`config.mk`:
```
export PLATFORM = sky130hd
export DESIGN_NAME = scs_imply
export DESIGN_NICKNAME = d
export VERILOG_FILES = /design/src/rtl/scs_pkg.sv /design/src/rtl/scs_imply.sv
export SDC_FILE = /design/constraint.sdc
export NUM_CORES = 1
export LEC_CHECK = 0
export ABC_AREA = 1
export BUFFER_PORTS_ARGS = -buffer_cell sky130_fd_sc_hd__buf_2
export CAP_MARGIN = 20
export CORE_AREA = 4 4 101 103
export DETAILED_ROUTE_END_ITERATION = 10
export DIE_AREA = 0 0 105 107
export GPL_TIMING_DRIVEN = 0
export PLACE_DENSITY = 0.81
export SYNTH_ARGS = -nofsm -noshare
export SYNTH_HDL_FRONTEND = slang
export SYNTH_SLANG_ARGS = --single-unit
```
`constraint.sdc`:
```
create_clock -name vclk -period 3.1
set_input_delay 0.62 -clock vclk [all_inputs]
set_output_delay 0.62 -clock vclk [all_outputs]
set_load 0.005 [all_outputs]
```
`src/rtl/scs_pkg.sv`:
```
// Shared types and codes for the subsuming clause store.
package scs_pkg;

   localparam logic [1:0] KIND_INSERT = 2'd0;
   localparam logic [1:0] KIND_READ   = 2'd1;
   localparam logic [1:0] KIND_CLEAR  = 2'd2;

   localparam logic [2:0] STATUS_APPENDED  = 3'd0;
   localparam logic [2:0] STATUS_DISCARDED = 3'd1;
   localparam logic [2:0] STATUS_REPLACED  = 3'd2;
   localparam logic [2:0] STATUS_FULL      = 3'd3;
   localparam logic [2:0] STATUS_READ_OK   = 3'd4;
   localparam logic [2:0] STATUS_READ_OOR  = 3'd5;
   localparam logic [2:0] STATUS_CLEARED   = 3'd6;

   typedef struct packed {
      logic [1:0]  kind;
      logic [63:0] pos_mask;
      logic [63:0] neg_mask;
      logic        clause_is_taut;
      logic [5:0]  read_index;
   } req_type;

   typedef struct packed {
      logic [2:0]  status;
      logic [6:0]  clause_count;
      logic [6:0]  max_var;
      logic [63:0] read_pos;
      logic [63:0] read_neg;
      logic        read_taut;
   } rsp_type;

   typedef struct packed {
      logic        taut;
      logic [63:0] neg;
      logic [63:0] pos;
   } clause_type;

   typedef struct packed {
      logic old_implies_new;
      logic new_implies_old;
   } match_type;

endpackage

```
`src/rtl/scs_imply.sv`:
```
// Subsumption compare between the new clause and a stored clause, plus top variable.
module scs_imply (
   input  scs_pkg::clause_type new_clause,
   input  scs_pkg::clause_type stored_clause,
   output scs_pkg::match_type  match,
   output logic [6:0]          top_var
);

   // true when clause a implies clause b
   function automatic logic clause_covers(input scs_pkg::clause_type a,
                                          input scs_pkg::clause_type b);
      logic res;
      if (b.taut) begin
         res = 1'b1;
      end else if (a.taut) begin
         res = 1'b0;
      end else begin
         res = ((a.pos & ~b.pos) == '0) && ((a.neg & ~b.neg) == '0);
      end
      return res;
   endfunction

   // binary search for the highest set bit, one halving per step
   function automatic logic [6:0] highest_bit(input logic [63:0] m);
      logic [63:0] x;
      logic [5:0]  v;
      x = m;
      v = '0;
      if (x[63:32] != '0) begin
         v[5] = 1'b1;
         x = x >> 32;
      end
      if (x[31:16] != '0) begin
         v[4] = 1'b1;
         x = x >> 16;
      end
      if (x[15:8] != '0) begin
         v[3] = 1'b1;
         x = x >> 8;
      end
      if (x[7:4] != '0) begin
         v[2] = 1'b1;
         x = x >> 4;
      end
      if (x[3:2] != '0) begin
         v[1] = 1'b1;
         x = x >> 2;
      end
      if (x[1]) begin
         v[0] = 1'b1;
      end
      return (m == '0) ? 7'd0 : ({1'b0, v} + 7'd1);
   endfunction

   assign match.old_implies_new = clause_covers(stored_clause, new_clause);
   assign match.new_implies_old = clause_covers(new_clause, stored_clause);
   assign top_var               = highest_bit(new_clause.pos | new_clause.neg);

endmodule

```
# Yosys cells after proc, flatten, opt, wreduce, memory -nomap -nowiden

Index checks and enable logic that the tools add are counted.
Widths: inputs -> output; s select.

Add/sub/neg operators: 1
$mul: 0
Divide/modulo/power cells: 0
Magnitude comparators: 0
Eq/ne operators: 0
Shift operators: 0
Mux-type cells: 16
Bitwise operators: 9
Reduce and logical (&&, ||, !) cells: 12

Operators by type and width:

| operator            | count |
|---|---|
| $logic_not 64->1    | 5 |
| $and 64x64->64      | 4 |
| $not 64->64         | 4 |
| $or 64x64->64       | 1 |
| $mux 32             | 1 |
| $reduce_bool 32->1  | 1 |
| $mux 16             | 1 |
| $reduce_bool 16->1  | 1 |
| $mux 1              | 10 |
| $mux 8              | 1 |
| $reduce_bool 8->1   | 1 |
| $add 6x1->7 const B | 1 |
| $mux 7              | 1 |
| $mux 4              | 1 |
| $reduce_bool 4->1   | 1 |
| $logic_and 1x1->1   | 2 |
| $mux 2              | 1 |
| $reduce_bool 2->1   | 1 |

Register bits: 0
Bits in latches: 0
RAM bits: 0
Memory bits (read-only): 0
Input port bits: 258
Output and inout port bits: 9
Logic and storage cells: 38
Memories: 0

# Depth between registers and ports, before layout

Gate-level depths: netlist (run 1).

Word-level depth: 14
Depth in mapped cells: 24
Depth with buffers taken out: 23

# Worst setup path after synthesis (run 1)

Ideal clock, no wire load.

Kind: in2out
Start: input port new_clause[63] (netlist bit)
End: output port top_var[0]
Arrival: 2659 ps
Data required time: 2480 ps
Setup slack: -179 ps
Cell stages on the path: 24
Buffers on the path: 1
Cells stage by stage: nor2_2 nand2_1 nor2_2 nand2_2 nor2_8 buf_6 nand3_2 nand2_2 nor2_1 nand2_2 nor2_8 nand2_8 nand2_1 nand2_2 nand2_2 nor2_8 nand2_4 nand2_1 nand2_1 nand2_2 inv_2 nand3b_1 nand2_1 a21oi_1

Word-level cells in the longest chain between the ends: 14
Elaborated cells on any way between the ends: 15
Those cells by class: 1 x add/sub; 7 x mux; 1 x bitwise; 6 x reduce/logical

RTL lines:

| element            | RTL line        | source |
|---|---|---|
| from (decl)        | scs_imply.sv:3  | `input scs_pkg::clause_type new_clause,` |
| $or 64x64->64 (*)  | scs_imply.sv:57 | `assign top_var = highest_bit(new_clause.pos \| new_clause.neg);` |
| $reduce_bool 32->1 | scs_imply.sv:29 | `if (x[63:32] != '0) begin` |
| $mux 32            | scs_imply.sv:29 |  |
| $reduce_bool 16->1 | scs_imply.sv:33 | `if (x[31:16] != '0) begin` |
| $mux 16            | scs_imply.sv:33 |  |
| $reduce_bool 8->1  | scs_imply.sv:37 | `if (x[15:8] != '0) begin` |
| $mux 8             | scs_imply.sv:37 |  |
| $reduce_bool 4->1  | scs_imply.sv:41 | `if (x[7:4] != '0) begin` |
| $mux 4             | scs_imply.sv:41 |  |
| $reduce_bool 2->1  | scs_imply.sv:45 | `if (x[3:2] != '0) begin` |
| $mux 2             | scs_imply.sv:45 |  |
| $mux 1             | scs_imply.sv:49 | `if (x[1]) begin` |
| $add 6x1->7        | scs_imply.sv:52 | `return (m == '0) ? 7'd0 : ({1'b0, v} + 7'd1);` |
| $mux 7 (*)         | scs_imply.sv:52 |  |
| to (decl)          | scs_imply.sv:6  | `output logic [6:0] top_var` |

Mark *: on every way between the ends. The rest lies on a longest branch, timed or not.

# Worst setup path in the final report (run 1)

Start: input port new_clause[54] (netlist bit)
End: output port top_var[1]

The elaborated chain is that of the path after synthesis.

==> results of run 1 <==
[synth_stat cells]
| master | instances | area share, % |
|---|---|---|
| o21ai_1 | 1 | 0.15 |
| nor3_1 | 15 | 2.3 |
| nor4_1 | 20 | 3.8 |
| nor2_2 | 8 | 1.5 |
| buf_6 | 2 | 0.69 |
| nand3_1 | 32 | 4.9 |
| nand2_8 | 1 | 0.61 |
| a21oi_1 | 7 | 1.1 |
| nand3b_2 | 1 | 0.34 |
| o21ai_0 | 42 | 6.4 |
| inv_2 | 2 | 0.23 |
| nand3_2 | 1 | 0.31 |
| a211oi_1 | 1 | 0.23 |
| a221oi_1 | 4 | 1.1 |
| o22ai_1 | 40 | 7.6 |
| a211o_1 | 2 | 0.54 |
| nand2_4 | 4 | 1.4 |
| or4_1 | 1 | 0.23 |
| a31o_2 | 1 | 0.27 |
| nor2_8 | 6 | 3.7 |
| clkbuf_1 | 1 | 0.11 |
| a22o_1 | 1 | 0.27 |
| a21o_1 | 1 | 0.23 |
| a31oi_1 | 1 | 0.19 |
| nand3b_1 | 2 | 0.46 |
| nor2_1 | 73 | 8.4 |
| o2111ai_1 | 8 | 2.1 |
| or2_2 | 10 | 1.9 |
| inv_1 | 154 | 18 |
| nand2_2 | 16 | 3.1 |
| o41ai_1 | 1 | 0.27 |
| nand4_1 | 22 | 4.2 |
| o31ai_1 | 1 | 0.23 |
| a2111oi_0 | 3 | 0.80 |
| nand2_1 | 196 | 22 |
| o21ai_2 | 1 | 0.27 |
[critical path, cell delays in order]
cell,delay (ps)
buf_8,100
nor2_4,130
nand2_1,90
nor2_2,130
nand2_2,100
nor2_8,190
buf_6,160
nand3_2,80
nand2_2,90
nor2_2,50
nand2_2,130
nor2_4,100
nand2_4,170
nand2_4,70
nand2_4,70
nand2_4,70
nor2_8,150
nand2_4,80
nand2_2,80
nand2_2,60
nand2_2,100
inv_2,50
nand3b_1,100
nand2_2,80
a21oi_2,100
buf_2,120
[where the power goes]
| part | internal [W] | leakage [nW] | switching [W] | total [W] |
|---|---|---|---|---|
| Clock | 0 | 0 | 0 | 0 |
| Combinational | 0.000284 | 3.43 | 0.000375 | 0.000659 |
| Sequential | 0 | 0 | 0 | 0 |
| Total | 0.000284 | 3.43 | 0.000375 | 0.000659 |
[path summary, 6_finish.rpt]
path / endpoint / slack [ps]
min: match[0] / 1540
max: top_var[1] / -790
[through the flow]
step / area [um^2] / hold WS, ps / setup WS (ps) / TNS, ps
final: 5754 / 1536 / -794.7 / -2555
after global routing: 5754 / 1557 / -958.9 / -3244
after CTS: 5425 / 1553 / -654.0 / -2066
after detailed placement: 4866 / 1545 / -845.5 / -2829
after global placement: 4866 / 1542 / -881.6 / -2996
after floorplan: 3391 / 1308 / -162.1 / -324.1
[final cells by class]
cell class / count / share of cell area, %
repair buffers: 311 / 31.29
plain buffers: 3 / 0.4784
inverters: 156 / 10.22
multi-input cells: 526 / 55.60
well taps: 111 / 2.414
[logic make-up (layout without fill, tap and decap cells)]
logic type	count (synthesis)	in the layout	synth area share (%)
buffers and inverters	159	470	18.69
AOI/OAI and AO/OA	115	115	21.78
and+or+nand+nor	408	411	59.53
[metal layers]
metal  wire (um)  vias up  global-route usage (%)
met4        1003        0                   9.560
met3        2691       79                   6.502
met1        8062     2772                   44.52
met5           0        -                       0
li1            -     2864                       -
met2       10160      498                   61.14
[timing repair]
item,in CTS,in global routing
setup buffers,29,13
setup endpoints to repair,5,6
gates cloned,5,0
gates resized for setup,74,64
pin swaps,48,49
==> flow_summary_export.csv, run 1 <==
group,metric,value,unit
timing,setup_violations,4,
yosys,yosys_warnings,0,
worst_setup_path,crit_arrival,3270,ps
run_status,failed_checks,"negative setup slack",
pwr,finalPower,0.0006593,W
finish,drive_above_1_share,45.78,%
placed_design,gp_congestion,1.048,
worst_setup_path,critical_path_class,"input pin to primary output",
finish,finalNonFillerCells,1107,
finish,fillCellCount,942,
grt,grt_pass1_vias,5710,
detailed_routing,drc,0,
worst_setup_path,cp-start-kind,"input pin",
detailed_routing,wire_per_inst,19.80,um
timing,fmax,256.8,MHz
yosys,syn_avg_cell_area,4.801,um^2
yosys,syn-cell-area,0.003274,mm^2
detailed_routing,ant_nets,0,
worst_hold_path,hold_path.class,"input pin to primary output",
yosys,yosysUniqueCellTypes,36,
timing,fin_ws,-794.7,ps
floorplanning,core_area,0.009196,mm^2
timing,worstMarginPinSlew,856.2,ps
detailed_routing,drtIter0Drc,593,
placed_design,io_buffers,267,
floorplanning,die-area,0.01124,mm^2
finish,final.clkbuf_count,0,
pwr,vdd_ir_drop_max,0.08200,mV
grt,overflow,0,
detailed_routing,finalWirelength,21920,um
yosys,synthCells,682,
floorplanning,initial_utilization,35.61,%
timing,fin_crit,3895,ps
grt,grt_pass1_wl,30680,um
grt,grt_max_degree,11,
pwr,powerDensity,114.6,mW/mm^2
pwr,power_leakage,3.431,nW
timing,rsz0062_at_grt,"true",
timing,finalCritPeriodShare,125.6,%
placed_design,dp.cells,1060,
detailed_routing,drtPass1Iterations,5,
finish,register_area,0,um^2
floorplanning,die_h,107,um
finish,mostFrequentLayoutCells,"252 x buf_2, 166 x nand2_1, 154 x inv_1",
job,cap_violations,0,
worst_hold_path,worstHoldStart,"stored_clause[128]",
detailed_routing,vias,6213,
finish,flops_and_latches,0,
grt,antenna_found_initial,0,
yosys,ys_seq_area_share,0,%
placed_design,hpwl,18780,um
finish,final_nets,1256,
worst_setup_path,crit_required,2480,ps
floorplanning,dieWidth,105,um
yosys,synth_nets,940,
timing,finalMaxSlewViolations,0,
finish,multiInputGateArea,0.003199,mm^2
floorplanning,io_pins,267,
worst_hold_path,min_path_cells,4,
finish,area_growth,75.74,%
grt,track_usage,35.20,%
finish,final_util,62.57,%
clock_network,cts_hold_buf,0,
timing,hold_violations,0,
run_status,status,"complete, but fails checks",
timing,slew_headroom,41.44,%
worst_setup_path,critPathCaptureType,"primary output",
finish,antenna_cells,0,
floorplanning,rows,35,
finish,final_common_cell,"buf_2",
detailed_routing,post_drt_via_cell_ratio,5.612,
worst_setup_path,startpoint,"new_clause[54]",
worst_setup_path,crit_fanout,7,
No activity file was read; power rests on OpenSTA's default activity.
==> run 2: changes to the inputs <==
- SKIP_LAST_GASP: default -> 1
==> run 2 against run 1 <==
The flow still finishes with violations (negative setup slack). Critical path depth is the same. Power is 0.52% lower. Worst hold slack worse by 4.1 ps. Core utilization shrank 0.24 points. Final cell count stayed put. Die area unchanged. Count of clock-buffer cells in the layout is the same. Via count is 0.29% lower. Sequential share of layout area stayed put. Design area fell by 0.39%. Non-clock buffer count stayed put. First-iteration DRC count increased by 4.7%. Critical endpoint unchanged.
==> flow_summary_export.csv, run 2 (synthesized netlist as in run 1, its figures left out) <==
group,metric,value,unit
detailed_routing,vias,6195,
timing,holdWs,1532,ps
placed_design,gp_congestion,1.048,
detailed_routing,drtIter0Drc,621,
floorplanning,die-area,0.01124,mm^2
timing,slew_headroom,41.22,%
pwr,powerDensity,114.4,mW/mm^2
timing,fin_setup_tns,-2537,ps
finish,final.clkbuf_count,0,
pwr,vdd_ir_drop_max,0.08085,mV
timing,finalCritPeriodShare,125.3,%
run_status,status,"complete, but fails checks",
timing,fin_crit,3885,ps
finish,register_area,0,um^2
finish,multiInputGateArea,0.003189,mm^2
worst_setup_path,critPathCaptureType,"primary output",
placed_design,hpwl,18780,um
grt,antenna_found_initial,0,
job,cap_violations,0,
detailed_routing,finalWirelength,21800,um
finish,final_nets,1256,
timing,hold_violations,0,
timing,fmax,257.4,MHz
finish,antenna_cells,0,
finish,area_growth,75.05,%
worst_setup_path,cp-start-kind,"input pin",
finish,final_common_cell,"buf_2",
worst_setup_path,crit_required,2480,ps
detailed_routing,ant_nets,0,
worst_setup_path,critical_path_class,"input pin to primary output",
grt,grt_pass1_wl,30680,um
floorplanning,core_area,0.009196,mm^2
floorplanning,rows,35,
pwr,finalPower,0.0006559,W
grt,track_usage,35.20,%
finish,mostFrequentLayoutCells,"254 x buf_2, 168 x nand2_1, 154 x inv_1",
timing,setup_violations,4,
clock_network,cts_hold_buf,0,
detailed_routing,drc,0,
detailed_routing,wire_per_inst,19.70,um
worst_hold_path,hold_path.class,"input pin to primary output",
timing,fin_ws,-785.4,ps
floorplanning,io_pins,267,
finish,flops_and_latches,0,
placed_design,place_ws,-845.5,ps
worst_setup_path,crit_fanout,7,
pwr,power_leakage,3.424,nW
placed_design,io_buffers,267,
grt,overflow,0,
finish,drive_above_1_share,45.58,%
timing,finalMaxSlewViolations,0,
worst_setup_path,crit_arrival,3270,ps
grt,grt_pass1_vias,5710,
finish,fillCellCount,946,
floorplanning,dieWidth,105,um
run_status,failed_checks,"negative setup slack",
timing,rsz0062_at_grt,"true",
timing,worstMarginPinSlew,859.5,ps
grt,grt_max_degree,11,
detailed_routing,post_drt_via_cell_ratio,5.596,
detailed_routing,drtPass1Iterations,5,
floorplanning,initial_utilization,35.61,%
floorplanning,die_h,107,um
-- run 2: where the power goes --
part / switching [W] / internal (W) / leakage, nW
Sequential: 0 / 0 / 0
Clock: 0 / 0 / 0
Combinational: 0.000373 / 0.000283 / 3.42
Total: 0.000373 / 0.000283 / 3.42
-- run 2: what timing repair did --
item                       4_1_cts  5_1_grt
buffers inserted                29       13
setup endpoints to repair        5        6
gates resized for setup         74       57
gates cloned                     5        0
pin swaps                       48       48
-- run 2: layout make-up --
class	instances	area share [%]
plain buffers	3	0.4802
multi-input cells	526	55.64
repair buffers	311	31.19
well taps	111	2.423
inverters	156	10.26
-- run 2: per-stage QoR --
| stage | instances | util, % | cell area (um^2) |
|---|---|---|---|
| detailed placement | 1060 | 52.91 | 4866 |
| floorplan | 682 | - | 3391 |
| global placement | 1060 | 52.91 | 4866 |
| CTS | 1094 | 58.99 | 5425 |
| global route | 1107 | 62.33 | 5732 |
| finish | 1107 | 62.33 | 5732 |
-- run 2: worst paths after layout --
path,start,to,cells past startpoint
hold / removal,stored_clause[128],match[0],4
setup / recovery,new_clause[116],top_var[1],26
-- run 2: critical path, cell delays in order --
cell,delay [ps]
buf_2,120
nor2_4,150
nand2_2,70
nor2_2,110
nand2_2,100
nor2_8,190
buf_6,160
nand3_2,80
nand2_2,90
nor2_2,50
nand2_2,130
nor2_4,100
nand2_4,170
nand2_4,70
nand2_4,70
nand2_4,70
nor2_8,150
nand2_4,80
nand2_2,80
nand2_2,60
nand2_2,100
inv_2,50
nand3b_1,100
nand2_2,80
a21oi_2,100
buf_2,120
-- run 2: layer usage --
metal	global-route usage (%)	vias up	share of wire (%)
met4	9.560	0	4.7
met2	61.14	479	46
met3	6.502	81	12
met5	0	-	0
met1	44.52	2768	37
li1	-	2867	-
==> run 3: changes to the inputs <==
- CORE_AREA: 4 4 101 103 -> 2 2 105 107
- DIE_AREA: 0 0 105 107 -> 0 0 107 109
- PLACE_DENSITY: 0.81 -> 0.73
- clock period: 3.1 -> 3.3 ns (I/O delays scaled with it)
==> run 3 against run 2 <==
The run still ends with negative setup slack left. Sequential share of layout area unchanged. Design area up 1.8%. Worst hold slack better by 80 ps. Die area up 3.8%. Global-route usage down 2.1 points. Power down 4.0%. Critical path depth unchanged. Count of clock-buffer cells in the layout unchanged.
==> flow_summary_export.csv, run 3 (synthesized netlist as in run 1, its figures left out) <==
group,metric,value,unit
run_status,status,"complete, but fails checks",
run_status,failed_checks,"negative setup slack",
timing,setup_violations,4,
finish,final.clkbuf_count,0,
worst_setup_path,critical_path_class,"input pin to primary output",
finish,mostFrequentLayoutCells,"239 x buf_2, 163 x nand2_1, 154 x inv_1",
finish,final_common_cell,"buf_2",
finish,fillCellCount,1132,
timing,fmax,256.7,MHz
clock_network,cts_hold_buf,0,
floorplanning,initial_utilization,30.88,%
placed_design,place_area,0.004902,mm^2
timing,hold_violations,0,
worst_setup_path,crit_arrival,3240,ps
job,cap_violations,0,
floorplanning,die_h,109,um
timing,slew_headroom,38.54,%
detailed_routing,vias,6047,
timing,finalMaxSlewViolations,0,
floorplanning,dieWidth,107,um
pwr,switching_share,56.29,%
detailed_routing,drc,0,
worst_setup_path,crit_fanout,7,
finish,multiInputGateArea,0.003222,mm^2
grt,grt_max_degree,11,
worst_setup_path,crit_required,2640,ps
pwr,p_switching,0.0003544,W
finish,drive_above_1_share,45.51,%
detailed_routing,finalWirelength,21270,um
grt,overflow,0,
finish,final_nets,1251,
floorplanning,io_pins,267,
pwr,finalPower,0.0006295,W
pwr,pwr-share-clk,0,%
timing,fin_ws,-595.5,ps
timing,worstMarginPinSlew,898.6,ps
pwr,internal-power,0.0002751,W
timing,rsz0062_at_grt,"true",
detailed_routing,ant_nets,0,
detailed_routing,drtIter0Drc,493,
detailed_routing,wire_per_inst,18.79,um
timing,fin_crit,3896,ps
worst_setup_path,cp-start-kind,"input pin",
worst_hold_path,hold_path.class,"input pin to primary output",
placed_design,io_buffers,267,
grt,grt_pass1_wl,28980,um
grt,antenna_found_initial,1,
pwr,powerDensity,107.9,mW/mm^2
finish,area_growth,78.14,%
grt,track_usage,33.15,%
floorplanning,die-area,0.01166,mm^2
finish,flops_and_latches,0,
worst_setup_path,critPathCaptureType,"primary output",
grt,grt_pass1_vias,5508,
placed_design,gp_congestion,1.051,
placed_design,hpwl,18500,um
pwr,p_comb_share,100.0,%
pwr,seq_power_share,0,%
detailed_routing,drtPass1Iterations,6,
timing,holdWs,1612,ps
pwr,power_leakage,3.438,nW
floorplanning,core_area,0.01060,mm^2
timing,finalCritPeriodShare,118.0,%
finish,final_cell_area,0.005833,mm^2
finish,register_area,0,um^2
pwr,vdd_ir_drop_max,0.07570,mV
floorplanning,rows,38,
timing,fin_setup_tns,-1832,ps
detailed_routing,post_drt_via_cell_ratio,5.342,
run 3: area by class of cell:
cell class,count,share of cell area [%]
timing repair buffer,306,31.04
multi-input combinational,526,55.23
tap,140,3.003
antenna,1,0.04290
inverter,156,10.04
buffer,3,0.6435
run 3: metrics by stage:
step / worst slack [ps] / utilization [%] / std cells
CTS: -611.8 / 46.90 / 1091
global route: -723.2 / 55.02 / 1132
detailed placement: -702.8 / 46.24 / 1089
global placement: -738.2 / 46.24 / 1089
floorplan: -42.06 / - / 682
finish: -595.5 / 55.02 / 1132
run 3: what timing repair did:
action,4_1_cts,5_1_grt
pin swaps,2,85
cloned,1,4
endpoints found under the setup margin,4,5
gates resized for setup,18,146
setup buffers,1,36
run 3: layer usage:
metal | up-vias | wire (um) | track usage, %
met4 | 0 | 1046 | 12.80
met5 | - | 0 | 0
met2 | 434 | 9887 | 57.83
li1 | 2858 | - | -
met1 | 2690 | 8165 | 41.04
met3 | 65 | 2172 | 5.081
run 3: critical path, cell delays in order:
cell	delay, ps
buf_2	120
nor2_4	110
nand2_1	70
nor2_2	120
nand2_2	100
nor2_8	200
clkbuf_16	190
nand3_2	80
nand2_1	100
nor2_2	60
nand2_4	110
nor2_4	90
nand2_8	110
nand2_4	60
nand2_4	70
nand2_4	70
nor2_8	160
nand2_4	90
nand2_2	70
nand2_2	60
nand2_2	100
inv_2	50
nand3b_1	90
nand2_2	70
a21oi_2	100
buf_2	120
run 3: final timing paths:
kind	startpoint	to	slack, ps	depth (start not counted)
setup / recovery	new_clause[99]	top_var[1]	-600	26
hold / removal	stored_clause[128]	match[0]	1610	4
run 3: power by group through the flow:
| stage | Sequential (W) | Clock [W] | Combinational (W) |
|---|---|---|---|
| 5_1_grt | 0 | 0.0000000000405 | 0.000671 |
| 6_report | 0 | 0.0000000000405 | 0.000630 |
| 4_1_cts | 0 | 0 | 0.000530 |
| 3_5_place_dp | 0 | 0 | 0.000521 |
| 3_3_place_gp | 0 | 0 | 0.000522 |
| 2_1_floorplan | 0 | 0 | 0.000220 |
